<file path="config.mk">
export PLATFORM = sky130hd
export DESIGN_NAME = skf_datapath
export DESIGN_NICKNAME = d
export VERILOG_FILES = /design/src/rtl/core/skf_pkg.sv /design/src/rtl/core/skf_datapath.sv
export SDC_FILE = /design/constraint.sdc
export NUM_CORES = 2
export LEC_CHECK = 0
export BUFFER_PORTS_ARGS = -buffer_cell sky130_fd_sc_hd__buf_2
export CAP_MARGIN = 20
export CORE_MARGIN = 3
export CORE_UTILIZATION = 58
export DETAILED_ROUTE_END_ITERATION = 8
export PLACE_DENSITY = 0.9
export RECOVER_POWER = 100
export SETUP_SLACK_MARGIN = 0.1
export SLEW_MARGIN = 10
export SYNTH_ARGS = -nofsm -noshare
export SYNTH_HDL_FRONTEND = slang
export SYNTH_SLANG_ARGS = --single-unit
</file>
<file path="constraint.sdc">
create_clock -name clk -period 7.75 [get_ports clk]
set_input_delay 1.55 -clock clk [delete_from_list [all_inputs] [get_ports clk]]
set_output_delay 1.55 -clock clk [all_outputs]
set_load 0.1 [all_outputs]
</file>
<file path="src/rtl/core/skf_pkg.sv">
// Shared types, constants and the control program for the scalar Kalman filter unit.
// Depends on nothing; every other file in rtl/core except skf_sample_if imports it.
`default_nettype none

package skf_pkg;

	// Fixed widths of the filter arithmetic
	localparam int VAR_W      = 32;            // variances, Q16.16
	localparam int GAIN_W     = 17;            // gain, Q0.16 with room for 1.0
	localparam int GAIN_FRAC  = 16;
	localparam int DEN_W      = VAR_W + 1;     // P1 + measurement variance
	localparam int REM_W      = DEN_W + 1;     // divider partial remainder
	localparam int PROD_W     = VAR_W + GAIN_W;
	localparam int INIT_EST_W = 24;            // width of the init_estimate register
	localparam int CFG_IDX_W  = 8;
	localparam int CFG_DATA_W = 32;

	localparam logic [GAIN_W-1:0] GAIN_ONE = GAIN_W'(65536);
	localparam logic [PROD_W-1:0] HALF_LSB = PROD_W'(32768);

	// Divider: one quotient bit per step, bit 16 down to bit 0
	localparam int DIV_STEPS = GAIN_W;
	localparam int CNT_W     = $clog2(DIV_STEPS);

	// Register map
	localparam logic [CFG_IDX_W-1:0] REG_PROCESS_VAR   = CFG_IDX_W'(0);
	localparam logic [CFG_IDX_W-1:0] REG_MEASURE_VAR   = CFG_IDX_W'(1);
	localparam logic [CFG_IDX_W-1:0] REG_INIT_ESTIMATE = CFG_IDX_W'(2);
	localparam logic [CFG_IDX_W-1:0] REG_INIT_VARIANCE = CFG_IDX_W'(3);

	// Register reset values
	localparam logic [VAR_W-1:0]      RST_PROCESS_VAR   = VAR_W'(0);
	localparam logic [VAR_W-1:0]      RST_MEASURE_VAR   = VAR_W'(65536);
	localparam logic [INIT_EST_W-1:0] RST_INIT_ESTIMATE = INIT_EST_W'(0);
	localparam logic [VAR_W-1:0]      RST_INIT_VARIANCE = VAR_W'(65536);

	// Datapath operations, one per control word
	typedef enum logic [2:0] {
		OP_NOP,
		OP_LOAD,      // latch sample, grow variance
		OP_DENOM,     // divisor, remainder seed, |zq - est|
		OP_DIV,       // one restoring divide step
		OP_MUL_EST,   // product gain * difference
		OP_UPD_EST,   // round and apply estimate step, product P1 * (1 - gain)
		OP_UPD_VAR    // round variance, hand off the result
	} op_t;

	// Sequencing conditions
	typedef enum logic [2:0] {
		C_NEXT,       // fall through
		C_WAIT_IN,    // hold until an input transaction, then fall through
		C_DEN_ZERO,   // jump if the divisor is zero
		C_LOOP,       // jump while the step counter is not zero
		C_WAIT_OUT,   // hold until the output register is free, then jump
		C_JUMP        // unconditional jump
	} cond_t;

	localparam int PC_W = 3;
	typedef logic [PC_W-1:0] pc_t;

	typedef struct packed {
		op_t   op;
		cond_t cond;
		pc_t   target;
	} uword_t;

	typedef struct packed {
		op_t  op;
		logic fire;
	} ctrl_t;

	typedef struct packed {
		logic den_zero;
	} stat_t;

	// Program store
	function automatic uword_t ucode(input pc_t pc);
		uword_t w;
		case (pc)
			3'd0:    w = '{op: OP_LOAD,    cond: C_WAIT_IN,  target: 3'd0};
			3'd1:    w = '{op: OP_DENOM,   cond: C_NEXT,     target: 3'd0};
			3'd2:    w = '{op: OP_NOP,     cond: C_DEN_ZERO, target: 3'd4};
			3'd3:    w = '{op: OP_DIV,     cond: C_LOOP,     target: 3'd3};
			3'd4:    w = '{op: OP_MUL_EST, cond: C_NEXT,     target: 3'd0};
			3'd5:    w = '{op: OP_UPD_EST, cond: C_NEXT,     target: 3'd0};
			3'd6:    w = '{op: OP_UPD_VAR, cond: C_WAIT_OUT, target: 3'd0};
			default: w = '{op: OP_NOP,     cond: C_JUMP,     target: 3'd0};
		endcase
		return w;
	endfunction

endpackage

`default_nettype wire

</file>
<file path="src/rtl/core/skf_datapath.sv">
// Filter datapath: state registers, restoring divider, one shared multiplier.
// Depends on skf_pkg for widths, operations and control types.
`default_nettype none

module skf_datapath
	import skf_pkg::*;
#(
	parameter int SAMPLE_BITS = 12,
	parameter int FRAC_BITS   = 12,
	parameter int EST_BITS    = SAMPLE_BITS + FRAC_BITS
)(
	input  wire logic                   clk,
	input  wire logic                   arst_n,
	input  wire ctrl_t                  ctrl,
	input  wire logic [SAMPLE_BITS-1:0] sample,
	input  wire logic [VAR_W-1:0]       process_var,
	input  wire logic [VAR_W-1:0]       measure_var,
	input  wire logic                   reload,
	input  wire logic [EST_BITS-1:0]    reload_est,
	input  wire logic [VAR_W-1:0]       reload_var,
	output      logic [EST_BITS-1:0]    estimate,
	output      logic [GAIN_W-1:0]      gain,
	output      stat_t                  stat
);

	logic [EST_BITS-1:0] est_q;
	logic [VAR_W-1:0]    var_q;
	logic [VAR_W-1:0]    p1_q;
	logic [EST_BITS-1:0] zq_q;
	logic [DEN_W-1:0]    den_q;
	logic [REM_W-1:0]    rem_q;
	logic [GAIN_W-1:0]   k_q;
	logic [EST_BITS-1:0] diff_q;
	logic                up_q;
	logic [PROD_W-1:0]   prod_q;

	logic [DEN_W-1:0]    grow;
	logic [VAR_W-1:0]    p1;
	logic                ge;
	logic [REM_W-1:0]    rem_keep;
	logic [VAR_W-1:0]    mul_a;
	logic [GAIN_W-1:0]   mul_b;
	logic [PROD_W-1:0]   mul_p;
	logic [PROD_W-1:0]   rnd;
	logic [EST_BITS-1:0] step;
	logic                act;

	assign act = ctrl.fire;

	// Variance growth, saturating
	assign grow = {1'b0, var_q} + {1'b0, process_var};
	assign p1   = grow[VAR_W] ? {VAR_W{1'b1}} : grow[VAR_W-1:0];

	// Restoring divide step
	assign ge       = (rem_q >= {1'b0, den_q});
	assign rem_keep = ge ? rem_q - {1'b0, den_q} : rem_q;

	// Shared multiplier: gain * difference, then P1 * (1 - gain)
	assign mul_a = (ctrl.op == OP_UPD_EST) ? p1_q : VAR_W'(diff_q);
	assign mul_b = (ctrl.op == OP_UPD_EST) ? GAIN_ONE - k_q : k_q;
	assign mul_p = mul_a * mul_b;

	// Round half up and drop the gain fraction
	assign rnd  = prod_q + HALF_LSB;
	assign step = rnd[GAIN_FRAC +: EST_BITS];

	// Filter state
	always_ff @(posedge clk or negedge arst_n) begin
		if (!arst_n) begin
			est_q <= EST_BITS'(RST_INIT_ESTIMATE);
			var_q <= RST_INIT_VARIANCE;
		end else if (reload) begin
			est_q <= reload_est;
			var_q <= reload_var;
		end else if (act && ctrl.op == OP_UPD_EST) begin
			est_q <= up_q ? est_q + step : est_q - step;
		end else if (act && ctrl.op == OP_UPD_VAR) begin
			var_q <= rnd[GAIN_FRAC +: VAR_W];
		end
	end

	// Working registers
	always_ff @(posedge clk) begin
		if (act) begin
			case (ctrl.op)
				OP_LOAD: begin
					p1_q <= p1;
					zq_q <= EST_BITS'(sample) << FRAC_BITS;
				end
				OP_DENOM: begin
					den_q  <= {1'b0, p1_q} + {1'b0, measure_var};
					rem_q  <= REM_W'(p1_q);
					k_q    <= '0;
					up_q   <= (zq_q >= est_q);
					diff_q <= (zq_q >= est_q) ? zq_q - est_q : est_q - zq_q;
				end
				OP_DIV: begin
					rem_q <= {rem_keep[REM_W-2:0], 1'b0};
					k_q   <= {k_q[GAIN_W-2:0], ge};
				end
				OP_MUL_EST, OP_UPD_EST: begin
					prod_q <= mul_p;
				end
				default: begin
				end
			endcase
		end
	end

	assign estimate     = est_q;
	assign gain         = k_q;
	assign stat.den_zero = (den_q == '0);

endmodule

`default_nettype wire

</file>
==> metrics <==
run status=finished, violations left; violated checks=capacitance limit, slew limit, setup timing; Max clock buf depth=3; area of the placeable core=~58,000 sq um; power per cell area=between 500 and 600 nW/um^2; CP Data Arrival Time=8320 ps; total count of hold-check failures in the final report=0; worst setup skew after layout=roughly 33 ps; cts bufs inserted=27; area grow syn2layout=19.15%; count of synthesis-stage warnings from yosys=0; clk sinks=242; antenna violation net count after detailed routing=0; routed len/inst=22.53 um; maximum number of pins on one net before global-route repair=114; first-pass GRT wire length=176,200 um; initial antenna violation count=5; largest driver fanout on the critical path=10; sort of element at the end of the critical path=flip-flop; crit path max-delay cell type=fa_1; GR Util All Layers=36.01%; part of the total power dissipated in combinational logic=82.7%; DRC violations left=0; final critical-path setup slack=-242.3 ps; number of buffer cells added on primary ports=180; count of buffering cells on the critical path with inverters included=9; share of the yosys chip area belonging to registers=20.24%; post-cts hold buffer count=0; clock-pin slew of the registers on the worst-case setup and hold paths=70 ps; Finished Core Util=70.62%; Synth cell types=80; count of H-tree levels built during CTS=1; starting density of the core=59.27%; half-perimeter wire length of the detailed placement result=88,130 um; Net Switching=10.39 mW; clock network fraction of total power=around 6.5%; max-slew headroom at the worst pin=-105.0%; worst-margin pin slew=3076 ps; fraction of layout instances using a drive strength above 1=17.02%; Max-Cap Viols=1; via total after detailed routing=32,031; required time of the worst setup path=a little over 8000 ps; fill cell count=3,877; net switching fraction of the power=about half; DRT Pass-1 Iters=7; launching element type of the critical path=input port; flip-flop and latch count after synthesis=between 200 and 250; post-synthesis async set-or-reset flop share=approximately 23%; root buffer selected by CTS=clkbuf_16; most numerous cell on the critical path=fa_1; final-report max-slew violation count=57; Iteration-0 DRC Markers=4,085; Avg Vias per Cell=roughly 6; Rows=88; unrepaired setup endpoints after global routing=true; Leak Pwr=20.10 nW; number of enable flip-flop cells after synthesis=186; total congestion overflow after global routing=0; largest stage delay on the critical path=630 ps; summed negative setup slack over all endpoints=-1854 ps; maximum ir drop on the vdd rail=between 700 and 800 uV; die outline width=~250 um; worst setup path class=input port to flip-flop; most used flip-flop cell after synthesis=edfxtp_1; cell area after technology mapping=34,520 sq um; Mean Syn Cell Area=around 8.6 sq um; family of cells with the greatest summed delay on the critical path=adder cells; Int Pwr=10.55 mW; TritonCTS clock tree=built; pre-CTS setup slack=-912.4 ps; final net count=5,281; proportion of power drawn by flip-flops and latches=10.8%; Worst Hold Class=flip-flop to flip-flop; maximum clock frequency=125.1 MHz; die outline area=62,490 sq um; number of I/O pins=181; clock insertion delay at the later pin of the skew report=600 ps; net count of the mapped netlist=slightly below 5,000; Chip Height=250.0 um; Post-Route WL=between 100,000 and 150,000 um; number of global-route vias before repair=between 30,000 and 40,000; Final Cycle Share=103.1%; number of setup violations in the final report=16; min cycle time layout=7992 ps; Post-Synthesis Cells=between 3,000 and 4,000; placer congestion estimate=1.028
-- layout by cell type (no fill, tap or decap), types with 28 or more instances in the layout --
| master | n |
|---|---|
| nand2_1 | 674 |
| inv_1 | 668 |
| fa_1 | 436 |
| buf_4 | 310 |
| nor2_1 | 280 |
| ha_1 | 251 |
| o21ai_0 | 186 |
| edfxtp_1 | 186 |
| buf_2 | 176 |
| a21oi_1 | 167 |
| xnor2_1 | 133 |
| xor2_1 | 80 |
| a21o_1 | 68 |
| nand3_1 | 58 |
| dfrtp_1 | 55 |
| and2_1 | 40 |
| buf_12 | 38 |
| nor3_1 | 36 |
| and3_1 | 35 |
| mux2i_1 | 34 |
| nor2b_1 | 31 |
| clkbuf_16 | 28 |
-- kinds of logic (layout without fill, tap and decap cells) --
group / count (synthesis) / count (layout) / synth area share (%)
adders and majority gates: 714 / 714 / 35.68
muxes: 42 / 42 / 1.236
DFF: 242 / 242 / 20.24
other: 0 / 4 / 0
and+or+nand+nor: 1300 / 1301 / 16.49
xor gates and xnor gates: 237 / 237 / 6.012
buffers and inverters: 822 / 1276 / 9.028
AOI/OAI and AO/OA: 637 / 637 / 11.31
-- state kept, by name, summed over array words and instances (netlist names) --
| register | count |
|---|---|
| rem_q | 34 |
| diff_q | 24 |
| prod_q | 33 |
| estimate | 24 |
| gain | 17 |
| up_q | 1 |
| zq_q | 12 |
| p1_q | 32 |
| var_q | 32 |
| den_q | 33 |
-- worst paths after layout --
check                                      start                  endpoint  slack (ps)  cells after the start
max                                      ctrl[2]      prod_q[47]$_DFFE_PP_        -240                     30
min                        var_q[18]$_DFFE_PN0P_     var_q[18]$_DFFE_PN0P_         590                      2
max reg2reg                gain[5]$_SDFFCE_PP0P_      prod_q[47]$_DFFE_PP_        -140                     30
min reg2reg                var_q[18]$_DFFE_PN0P_     var_q[18]$_DFFE_PN0P_         590                      2
max in group asynchronous                 arst_n   estimate[4]$_DFFE_PN0P_        3950                      2
min in group asynchronous                 arst_n  estimate[18]$_DFFE_PN0P_        2070                      2
-- synthesized netlist by cell type, drive strengths merged, types with 5 or more instances --
| master | number | area [sq um] |
|---|---|---|
| o31ai | 17 | 127.6 |
| o41ai | 7 | 61.31 |
| and2 | 43 | 269.0 |
| mux2 | 5 | 56.30 |
| buf | 21 | 110.1 |
| a211o | 6 | 52.55 |
| o211ai | 10 | 75.07 |
| a31oi | 28 | 175.2 |
| or2 | 6 | 37.54 |
| nand3 | 62 | 315.3 |
| edfxtp | 186 | 5585 |
| o21ai | 200 | 1001 |
| nor3 | 36 | 180.2 |
| nor2 | 293 | 1100 |
| nor3b | 8 | 60.06 |
| a21oi | 185 | 929.6 |
| a41oi | 5 | 43.79 |
| o21bai | 21 | 157.7 |
| nand2 | 681 | 2556 |
| mux2i | 37 | 370.4 |
| ha | 263 | 3291 |
| fa | 451 | 9029 |
| clkbuf | 122 | 457.9 |
| and4 | 8 | 70.07 |
| a211oi | 23 | 172.7 |
| a31o | 5 | 43.79 |
| dfrtp | 55 | 1376 |
| inv | 679 | 2549 |
| and3 | 36 | 225.2 |
| a21o | 68 | 510.5 |
| nor2b | 33 | 206.5 |
| nor4 | 22 | 173.9 |
| a21boi | 5 | 37.54 |
| o21a | 21 | 157.7 |
| nand2b | 22 | 137.6 |
| nand3b | 5 | 37.54 |
| or3 | 11 | 68.82 |
| nand4 | 21 | 137.6 |
| xnor2 | 144 | 1261 |
| xor2 | 93 | 814.5 |
-- metrics by stage --
stage                     std cells  area [sq um]  hold slack [ps]  power, mW
final                          5218         41140            587.0      20.94
after global routing           5217         41130            625.4      22.41
after CTS                      5193         40620            592.1      19.62
after detailed placement       5110         39110            577.8      17.30
after global placement         5110         39110            569.1      16.86
after floorplan                3994         35220            533.6      10.99
-- per-layer routing --
layer / GRT usage [%] / routed length [um] / up-vias
met1: 45.45 / 40340 / 15228
met3: 9.952 / 15930 / 680
li1: - / - / 13719
met2: 55.67 / 51840 / 2400
met5: 0 / 23 / -
met4: 21.16 / 9433 / 4
-- final cells by class --
cell class	count	area (sq um)	share of cell area, %
diodes	4	10.01	0.02433
clock buffers	27	675.6	1.642
clock inverters	23	245.2	0.5962
inverters	679	2549	6.196
multi-input cells	2931	25410	61.77
flip-flops and latches	242	6988	16.99
well taps	765	957.2	2.327
repair buffers	547	4302	10.46
-- repair_timing --
item | CTS | global route
gates cloned | 5 | 1
buffers inserted | 28 | 20
pin swaps | 42 | 54
gates resized for setup | 53 | 70
endpoints found under the setup margin | 21 | 27
-- power by group through the flow --
stage | sequential [mW] | combinational [mW] | clock [mW]
global route | 2.27 | 18.7 | 1.42
detailed placement | 2.26 | 15.0 | 0
global placement | 2.26 | 14.6 | 0
CTS | 2.24 | 16.0 | 1.36
finish | 2.26 | 17.3 | 1.37
floorplan | 2.31 | 8.67 | 0
-- worst reg2reg max path: cells and delay by family, from the launching register on --
family / cells / cell delay [ps]
xor+xnor: 2 / 320
flops: 1 / 430
simple gates: 6 / 1300
buf+inv: 7 / 700
fa+ha+maj: 7 / 3330
compound gates: 8 / 1570
Power figures use the tool's default switching activity.
