<file path="src/rtl/core/skf_pkg.sv">
// Shared types, constants and the control program for the scalar Kalman filter unit.
// Depends on nothing; every other file in rtl/core except skf_sample_if imports it.
`default_nettype none

package skf_pkg;

	// Fixed widths of the filter arithmetic
	localparam int VAR_W      = 32;            // variances, Q16.16
	localparam int GAIN_W     = 17;            // gain, Q0.16 with room for 1.0
	localparam int GAIN_FRAC  = 16;
	localparam int DEN_W      = VAR_W + 1;     // P1 + measurement variance
	localparam int REM_W      = DEN_W + 1;     // divider partial remainder
	localparam int PROD_W     = VAR_W + GAIN_W;
	localparam int INIT_EST_W = 24;            // width of the init_estimate register
	localparam int CFG_IDX_W  = 8;
	localparam int CFG_DATA_W = 32;

	localparam logic [GAIN_W-1:0] GAIN_ONE = GAIN_W'(65536);
	localparam logic [PROD_W-1:0] HALF_LSB = PROD_W'(32768);

	// Divider: one quotient bit per step, bit 16 down to bit 0
	localparam int DIV_STEPS = GAIN_W;
	localparam int CNT_W     = $clog2(DIV_STEPS);

	// Register map
	localparam logic [CFG_IDX_W-1:0] REG_PROCESS_VAR   = CFG_IDX_W'(0);
	localparam logic [CFG_IDX_W-1:0] REG_MEASURE_VAR   = CFG_IDX_W'(1);
	localparam logic [CFG_IDX_W-1:0] REG_INIT_ESTIMATE = CFG_IDX_W'(2);
	localparam logic [CFG_IDX_W-1:0] REG_INIT_VARIANCE = CFG_IDX_W'(3);

	// Register reset values
	localparam logic [VAR_W-1:0]      RST_PROCESS_VAR   = VAR_W'(0);
	localparam logic [VAR_W-1:0]      RST_MEASURE_VAR   = VAR_W'(65536);
	localparam logic [INIT_EST_W-1:0] RST_INIT_ESTIMATE = INIT_EST_W'(0);
	localparam logic [VAR_W-1:0]      RST_INIT_VARIANCE = VAR_W'(65536);

	// Datapath operations, one per control word
	typedef enum logic [2:0] {
		OP_NOP,
		OP_LOAD,      // latch sample, grow variance
		OP_DENOM,     // divisor, remainder seed, |zq - est|
		OP_DIV,       // one restoring divide step
		OP_MUL_EST,   // product gain * difference
		OP_UPD_EST,   // round and apply estimate step, product P1 * (1 - gain)
		OP_UPD_VAR    // round variance, hand off the result
	} op_t;

	// Sequencing conditions
	typedef enum logic [2:0] {
		C_NEXT,       // fall through
		C_WAIT_IN,    // hold until an input transaction, then fall through
		C_DEN_ZERO,   // jump if the divisor is zero
		C_LOOP,       // jump while the step counter is not zero
		C_WAIT_OUT,   // hold until the output register is free, then jump
		C_JUMP        // unconditional jump
	} cond_t;

	localparam int PC_W = 3;
	typedef logic [PC_W-1:0] pc_t;

	typedef struct packed {
		op_t   op;
		cond_t cond;
		pc_t   target;
	} uword_t;

	typedef struct packed {
		op_t  op;
		logic fire;
	} ctrl_t;

	typedef struct packed {
		logic den_zero;
	} stat_t;

	// Program store
	function automatic uword_t ucode(input pc_t pc);
		uword_t w;
		case (pc)
			3'd0:    w = '{op: OP_LOAD,    cond: C_WAIT_IN,  target: 3'd0};
			3'd1:    w = '{op: OP_DENOM,   cond: C_NEXT,     target: 3'd0};
			3'd2:    w = '{op: OP_NOP,     cond: C_DEN_ZERO, target: 3'd4};
			3'd3:    w = '{op: OP_DIV,     cond: C_LOOP,     target: 3'd3};
			3'd4:    w = '{op: OP_MUL_EST, cond: C_NEXT,     target: 3'd0};
			3'd5:    w = '{op: OP_UPD_EST, cond: C_NEXT,     target: 3'd0};
			3'd6:    w = '{op: OP_UPD_VAR, cond: C_WAIT_OUT, target: 3'd0};
			default: w = '{op: OP_NOP,     cond: C_JUMP,     target: 3'd0};
		endcase
		return w;
	endfunction

endpackage

`default_nettype wire

</file>
<file path="src/rtl/core/skf_sequencer.sv">
// Microcode sequencer: program counter, divide step counter and condition logic.
// Depends on skf_pkg for the program store and control types.
`default_nettype none

module skf_sequencer
	import skf_pkg::*;
(
	input  wire logic  clk,
	input  wire logic  arst_n,
	input  wire logic  in_valid,
	input  wire logic  out_free,
	input  wire stat_t stat,
	output      logic  in_ready,
	output      ctrl_t ctrl
);

	pc_t              pc_q;
	pc_t              pc_d;
	logic [CNT_W-1:0] cnt_q;
	uword_t           uw;
	logic             fire;

	assign uw = ucode(pc_q);

	// Action enable for the current control word
	always_comb begin
		case (uw.cond)
			C_WAIT_IN:  fire = in_valid;
			C_WAIT_OUT: fire = out_free;
			default:    fire = 1'b1;
		endcase
	end

	assign in_ready  = (uw.cond == C_WAIT_IN);
	assign ctrl.op   = uw.op;
	assign ctrl.fire = fire;

	// Next program counter
	always_comb begin
		case (uw.cond)
			C_NEXT:     pc_d = pc_q + 1'b1;
			C_WAIT_IN:  pc_d = fire ? pc_q + 1'b1 : pc_q;
			C_DEN_ZERO: pc_d = stat.den_zero ? uw.target : pc_q + 1'b1;
			C_LOOP:     pc_d = (cnt_q != '0) ? uw.target : pc_q + 1'b1;
			C_WAIT_OUT: pc_d = fire ? uw.target : pc_q;
			C_JUMP:     pc_d = uw.target;
			default:    pc_d = '0;
		endcase
	end

	always_ff @(posedge clk or negedge arst_n) begin
		if (!arst_n) begin
			pc_q <= '0;
		end else begin
			pc_q <= pc_d;
		end
	end

	// Divide step counter: loaded with the step count less one, counts down
	always_ff @(posedge clk or negedge arst_n) begin
		if (!arst_n) begin
			cnt_q <= '0;
		end else if (uw.op == OP_DENOM) begin
			cnt_q <= CNT_W'(DIV_STEPS - 1);
		end else if (uw.op == OP_DIV && cnt_q != '0) begin
			cnt_q <= cnt_q - 1'b1;
		end
	end

endmodule

`default_nettype wire

</file>
<file path="config.mk">
export PLATFORM = sky130hd
export DESIGN_NAME = skf_sequencer
export DESIGN_NICKNAME = d
export VERILOG_FILES = /design/src/rtl/core/skf_pkg.sv /design/src/rtl/core/skf_sequencer.sv
export SDC_FILE = /design/constraint.sdc
export NUM_CORES = 1
export LEC_CHECK = 0
export BUFFER_PORTS_ARGS = -buffer_cell sky130_fd_sc_hd__buf_4
export CAP_MARGIN = 5
export CORE_UTILIZATION = 25
export CTS_CLUSTER_DIAMETER = 100
export DETAILED_ROUTE_END_ITERATION = 7
export PLACE_DENSITY = 0.43
export RECOVER_POWER = 50
export SYNTH_ARGS = -nofsm -noshare
export SYNTH_HDL_FRONTEND = slang
export SYNTH_SLANG_ARGS = --single-unit
</file>
<file path="constraint.sdc">
create_clock -name clk -period 3 [get_ports clk]
set_input_delay 0.45 -clock clk [delete_from_list [all_inputs] [get_ports clk]]
set_output_delay 0.45 -clock clk [all_outputs]
set_load 0.05 [all_outputs]
</file>
==> flow_summary.yaml, run 1 <==
placed_design:
  gp_congestion: 0.7739
  dpl.hpwl_um: 1520
  dp_cells: 145
  portBuffers: 9
floorplan:
  start_util: 0.2692
  fp-row-count: 20
  fp.dieH_um: 60.04
  die_w_um: 60.04
  dieArea_um2: 3604
  top_level_ports: 10
  core_area_um2: 3128
timing:
  period_share: 0.9129
  max_freq_mhz: 365.1
  rsz0062_at_grt: "no"
  slew_headroom: 0.3736
  post-route-min-period_ps: 2739
  final-setup-viol-count: 0
  hold_violations: 0
  setup-tns-final_ps: 0
  skew_ps: 2.072
  tightest_slew_ps: 937.2
  drv_slew: 0
worst_setup_path:
  path_buf_inv: 1
  worst_path_largest_cell_delay_ps: 570
  crit_start: "pc_q[0]"
  critical_path.max_fanout: 8
  crit_end: "ctrl[0]"
  start_kind: "flip-flop"
  crit_cells: 6
  reg2reg_from: "pc_q[0]"
  crit_type: "reg2out"
  r2r_slack_ps: 410
  crit_top_cell: "ha_1"
  required_ps: 2550
  critPathTopFamily: "simple AND/OR/NAND/NOR gates"
  crit_chain: "ha_1 > ha_1 > or4b_4 > o32ai_1 > nand2_1 > buf_4"
  r2r-end: "cnt_q[0]"
  cp_slowest_cell: "or4b_4"
  r2r_cells: 6
  cp.arrival_ps: 2290
  endpoint_kind: "output pin"
final_layout:
  drive_gt1_frac: 0.1731
  nets: 117
  area_delta_synth_final_pct: 9.510
  antenna_cells: 0
  fillers: 339
  fin_cells: 148
grt:
  grt_pass1_vias: 675
  grtUsageTotal: 0.1218
  antenna_found_initial: 0
  grt_pass1_wl_um: 3229
  grt_max_degree: 18
  grt_overflow: 0
yosys:
  synth_edf_count: 0
  seq_area_frac_synth: 0.2377
  yosys-top-cells-count: "9 x inv_1, 8 x dfrtp_1, 8 x nor2_1, 6 x ha_1, 5 x nand2_1"
  ys_top_cells_by_area: "dfrtp_1 24%, ha_1 8.9%, inv_1 4.0%"
  yosysMostFrequentCell: "inv_1"
  mappedNetlistNets: 109
  synth_top_area_cell: "dfrtp_1"
  synthFlopType: "dfrtp_1"
  synth.avg_cell_area_um2: 8.592
  synth_seq_cells: 8
  synthArstFlopShare: 1.000
  synth.distinct_cells: 42
  synthCells: 98
  synth_warnings: 0
  synth_top_area_share: 0.2377
  syn_area_um2: 842.1
route:
  routed-wl-met2_um: 890
  route.vias.total: 773
  drt-initial-drc-count: 47
  routedWlPerCell_um: 13.22
  firstDrtPassIters: 4
  drc: 0
  drt-met1-wl_um: 955
  drt_wl_total_um: 1957
  top_layer_used: "met4"
  antenna_left: 0
  vias_per_cell: 5.223
  route.met3.wl_um: 101
clock_tree:
  cts_tree: "done"
  cts_made_buffers: 3
  clk_path_buf_depth: 2
  htreeDepth: 1
  postCtsResizedCells: 0
  cts_root_buf: "clkbuf_4"
  clkSlewWorstSetupHoldPaths_ps: 50
  hold_buffers: 0
  cts_setup_buffers: 0
  clkLatencyLatePin_ps: 250
  cts.sinks: 8
run_status:
  outcome: "finished clean"
min_path:
  holdCritPathClass: "in2async"
job:
  cap_violations: 0
metal layers:
layer / vias up / global-route usage
met5: - / 0
met4: 0 / 0.03654
met3: 2 / 0.04113
met2: 17 / 0.1825
met1: 371 / 0.1645
li1: 383 / -
kinds of logic (layout without fill, tap and decap cells):
group	Yosys count	in the layout	synth area share
AO/OA/AOI/OAI	31	31	0.2987
AND/OR/NAND/NOR	35	35	0.2526
flip-flops	8	8	0.2377
XOR/XNOR	2	2	0.02081
adder cells (fa/ha/maj)	6	6	0.08915
buffers and inverters	16	22	0.1010
registers in the layout, indices dropped and copies added (netlist names):
register / cells
cnt_q: 5
pc_q: 3
worst min path at each step:
stage | startpoint | to | slack (ps) | cells after the start
finish | arst_n | cnt_q[4] | 110 | 1
global route | arst_n | pc_q[0] | 140 | 1
CTS | arst_n | cnt_q[4] | 0.6 | 1
detailed placement | arst_n | cnt_q[4] | 280 | 1
global placement | arst_n | cnt_q[4] | 280 | 1
floorplan | arst_n | cnt_q[0] | 150 | 0
metrics by stage:
step / utilization / setup slack, ps / cell area [um2] / hold WS [ps]
2_1_floorplan: - / 500.7 / 842.1 / 154.4
3_3_place_gp: 0.2944 / 571.2 / 920.9 / 276.6
3_5_place_dp: 0.2944 / 524.2 / 920.9 / 276.0
4_1_cts: 0.3016 / 242.8 / 943.4 / 0.6346
5_1_grt: 0.2948 / 125.1 / 922.1 / 139.6
6_report: 0.2948 / 261.3 / 922.1 / 107.8
final cells by class:
class                   count  area, um2  share of cell area
flip-flops and latches      8      200.2              0.2171
multi-input cells          74      539.3              0.5848
repair buffers             10      71.32             0.07734
well taps                  44      55.05             0.05970
clock buffers               3      22.52             0.02442
inverters                   9      33.78             0.03664
layout by cell type, fill, tap and decap left out, types with 2 or more instances in the layout:
cell	synthesis	routed
inv_1	9	9
buf_4	2	9
nor2_1	8	8
dfrtp_1	8	8
ha_1	6	6
nand2_1	5	5
nor3_1	4	4
a21oi_1	4	4
o21ai_0	4	4
nand3_1	3	3
clkbuf_4	0	3
o32ai_1	2	2
and2_1	2	2
o31ai_1	2	2
a21o_1	2	2
or4_1	2	2
nor4b_2	2	2
a221oi_1	2	2
o22ai_1	2	2
xnor2_1	2	2
or3_1	2	2
o221ai_1	2	2
Power of run 1 is not shown: default switching activity piles up to over one toggle a cycle in this logic, so the estimate is an artifact.
==> run 2, diff against run 1 <==
- CORE_UTILIZATION: 25 -> 41
- PLACE_DENSITY: 0.43 -> 0.69
- TNS_END_PERCENT: unset -> 10
==> flow_summary.yaml, run 2 (synthesis gave the netlist of run 1 again) <==
run_status:
  outcome: "finished clean"
grt:
  grt_overflow: 0
  grt_max_degree: 18
  grt_pass1_wl_um: 2960
  antenna_found_initial: 0
  grtUsageTotal: 0.1891
  grt_pass1_vias: 684
worst_setup_path:
  critical_path.max_fanout: 8
  start_kind: "flip-flop"
  required_ps: 2550
  reg2reg_from: "pc_q[0]"
  crit_end: "ctrl[0]"
  endpoint_kind: "output pin"
  crit_start: "pc_q[0]"
  r2r_slack_ps: 460
  crit_type: "reg2out"
  r2r-end: "cnt_q[0]"
  cp.arrival_ps: 2270
  r2r_cells: 6
route:
  drt-met1-wl_um: 834
  routedWlPerCell_um: 14.44
  firstDrtPassIters: 4
  drt-initial-drc-count: 9
  drc: 0
  drt_wl_total_um: 1892
  antenna_left: 0
  vias_per_cell: 5.985
  top_layer_used: "met4"
  route.vias.total: 784
  routed-wl-met2_um: 971
  route.met3.wl_um: 60
floorplan:
  dieArea_um2: 2239
  fp-row-count: 16
  fp.dieH_um: 47.32
  start_util: 0.4336
  top_level_ports: 10
  die_w_um: 47.32
  core_area_um2: 1942
clock_tree:
  cts_setup_buffers: 0
  htreeDepth: 1
  clkSlewWorstSetupHoldPaths_ps: 50
  cts_root_buf: "clkbuf_4"
  cts_tree: "done"
  cts.sinks: 8
  clk_path_buf_depth: 2
  cts_made_buffers: 3
  postCtsResizedCells: 0
  clkLatencyLatePin_ps: 250
  hold_buffers: 0
placed_design:
  dpl.hpwl_um: 1556
  dp_cells: 128
  gp_congestion: 0.8735
  portBuffers: 9
  placed_area_um2: 899.6
timing:
  rsz0062_at_grt: "no"
  hold_violations: 0
  drv_slew: 0
  slew_headroom: 0.4098
  tightest_slew_ps: 883.1
  skew_ps: 1.019
  final-setup-viol-count: 0
  max_freq_mhz: 367.8
  setup-tns-final_ps: 0
  post-route-min-period_ps: 2719
  period_share: 0.9064
final_layout:
  nets: 117
  multiInputGateArea_um2: 539.3
  largest_reg_flops: 5
  area_delta_synth_final_pct: 6.984
  fillers: 200
  top_register: "cnt_q"
  most-common-layout-cells: "9 x inv_1, 9 x buf_4, 8 x nor2_1, 8 x dfrtp_1, 6 x ha_1"
  fin_cells: 131
  antenna_cells: 0
  design_area_um2: 900.9
  reg_top3: "cnt_q: 5 flops, pc_q: 3 flops"
  drive_gt1_frac: 0.1731
  seqCellArea_um2: 200.2
job:
  cap_violations: 0
min_path:
  holdCritPathClass: "in2async"
[run 2: final cells by class]
class,count,share of cell area
Multi-Input combinational cell,74,0.5986
Sequential cell,8,0.2222
Tap cell,27,0.03750
Clock buffer,3,0.02500
Timing Repair Buffer,10,0.07917
Inverter,9,0.03750
[run 2: stage by stage]
step / util / hold slack (ps) / worst slack (ps)
2_1_floorplan: - / 154.4 / 500.7
3_3_place_gp: 0.4633 / 271.0 / 601.6
3_5_place_dp: 0.4633 / 272.3 / 549.0
4_1_cts: 0.4749 / 3.888 / 287.1
5_1_grt: 0.4639 / 131.2 / 110.8
6_report: 0.4639 / 115.3 / 280.9
[run 2: critical path, cell delays in order (launching register included)]
cell	delay (ps)
dfrtp_1	440
ha_1	310
ha_1	310
or4b_4	560
o32ai_1	130
nand2_1	80
buf_4	190
[run 2: layer usage]
layer	vias to the layer above	GRT usage
met3	4	0.03077
met2	19	0.3151
li1	383	-
met1	378	0.2424
met5	-	0
met4	0	0.07429
[run 2: worst min path at each step]
| stage | end | slack (ps) | depth (start not counted) | from |
|---|---|---|---|---|
| 2_1_floorplan | cnt_q[0] | 150 | 0 | arst_n |
| 3_3_place_gp | cnt_q[2] | 270 | 1 | arst_n |
| 3_5_place_dp | cnt_q[2] | 270 | 1 | arst_n |
| 4_1_cts | cnt_q[2] | 4 | 1 | arst_n |
| 5_1_grt | pc_q[0] | 130 | 1 | arst_n |
| 6_report | cnt_q[2] | 120 | 1 | arst_n |
Power of run 2 is left out for the same reason.
==> run 3, diff against run 2 <==
- CORE_UTILIZATION: 41 -> 30
- PLACE_DENSITY: 0.69 -> 0.56
==> flow_summary.yaml, run 3 (synthesis gave the netlist of run 1 again) <==
grt:
  grt_max_degree: 18
  antenna_found_initial: 0
  grt_overflow: 0
  grt_pass1_wl_um: 3153
  grt_pass1_vias: 713
  grtUsageTotal: 0.1434
final_layout:
  drive_gt1_frac: 0.1810
  reg_top3: "cnt_q: 5 flops, pc_q: 3 flops"
  top_register: "cnt_q"
  nets: 118
  largest_reg_flops: 5
  antenna_cells: 0
  fillers: 267
  most-common-layout-cells: "9 x inv_1, 9 x buf_4, 8 x nor2_1, 8 x dfrtp_1, 6 x ha_1"
  area_delta_synth_final_pct: 10.70
worst_setup_path:
  critical_path.max_fanout: 8
  start_kind: "flip-flop"
  endpoint_kind: "output pin"
  cp.arrival_ps: 2300
  crit_type: "reg2out"
  required_ps: 2550
floorplan:
  dieArea_um2: 3023
  top_level_ports: 10
  fp.dieH_um: 54.98
  core_area_um2: 2567
  fp-row-count: 18
  start_util: 0.3280
  die_w_um: 54.98
timing:
  slew_headroom: 0.5755
  rsz0062_at_grt: "no"
  period_share: 0.9175
  setup-tns-final_ps: 0
  final-setup-viol-count: 0
  hold_violations: 0
  max_freq_mhz: 363.3
  tightest_slew_ps: 635.1
  skew_ps: 1.397
  drv_slew: 0
  post-route-min-period_ps: 2753
clock_tree:
  cts_setup_buffers: 0
  clkLatencyLatePin_ps: 250
  cts_root_buf: "clkbuf_4"
  cts.sinks: 8
  cts_tree: "done"
  hold_buffers: 0
  postCtsResizedCells: 0
  cts_made_buffers: 3
  htreeDepth: 1
  clkSlewWorstSetupHoldPaths_ps: 50
  clk_path_buf_depth: 2
route:
  route.vias.total: 807
  drt_wl_total_um: 1916
  drc: 0
  antenna_left: 0
  firstDrtPassIters: 4
  routedWlPerCell_um: 14.19
  vias_per_cell: 5.978
  drt-initial-drc-count: 31
placed_design:
  dpl.hpwl_um: 1460
  gp_congestion: 0.8814
  portBuffers: 9
min_path:
  holdCritPathClass: "in2reg"
run_status:
  outcome: "finished clean"
job:
  cap_violations: 0
run 3: cell type report:
type | count | area, um2 | area share
Inverter | 9 | 33.78 | 0.03624
Timing Repair Buffer | 11 | 81.33 | 0.08725
Multi-Input combinational cell | 74 | 556.8 | 0.5973
Clock buffer | 3 | 22.52 | 0.02416
Tap cell | 30 | 37.54 | 0.04027
Sequential cell | 8 | 200.2 | 0.2148
run 3: layer usage:
metal	global-route usage	part of all wire	up-vias
li1	-	-	382
met1	0.1967	0.46	388
met2	0.2169	0.45	35
met3	0.02732	0.079	2
met4	0.06250	0.0089	0
met5	0	0	-
run 3: critical path, cell delays in order (launching register included):
cell and delay, ps:
dfrtp_1 440, ha_1 320, ha_1 320, or4b_4 580, o32ai_1 140, nand2_1 80
buf_4 190
run 3: through the flow:
step / instance area (um2) / setup WS [ps] / std cells / hold WS, ps / utilization
after floorplan: 842.1 / 500.7 / 98 / 154.4 / -
after global routing: 932.1 / 131.7 / 135 / 493.1 / 0.3631
after detailed placement: 903.4 / 540.9 / 131 / 272.3 / 0.3519
after global placement: 903.4 / 581.6 / 131 / 272.7 / 0.3519
after CTS: 925.9 / 267.4 / 134 / 1.434 / 0.3606
final: 932.1 / 247.5 / 135 / 502.0 / 0.3631
run 3: worst paths after layout:
check                      startpoint        to  slack (ps)  depth (start not counted)
max in group asynchronous      arst_n  cnt_q[3]        2070                          2
setup reg to reg              pc_q[0]   pc_q[1]         710                          6
hold / removal                   stat   pc_q[2]         500                          3
hold reg to reg              cnt_q[4]  cnt_q[4]         530                          1
setup / recovery              pc_q[0]   ctrl[0]         250                          6
min in group asynchronous      arst_n  cnt_q[2]         640                          2
Power of run 3 is left out for the same reason.
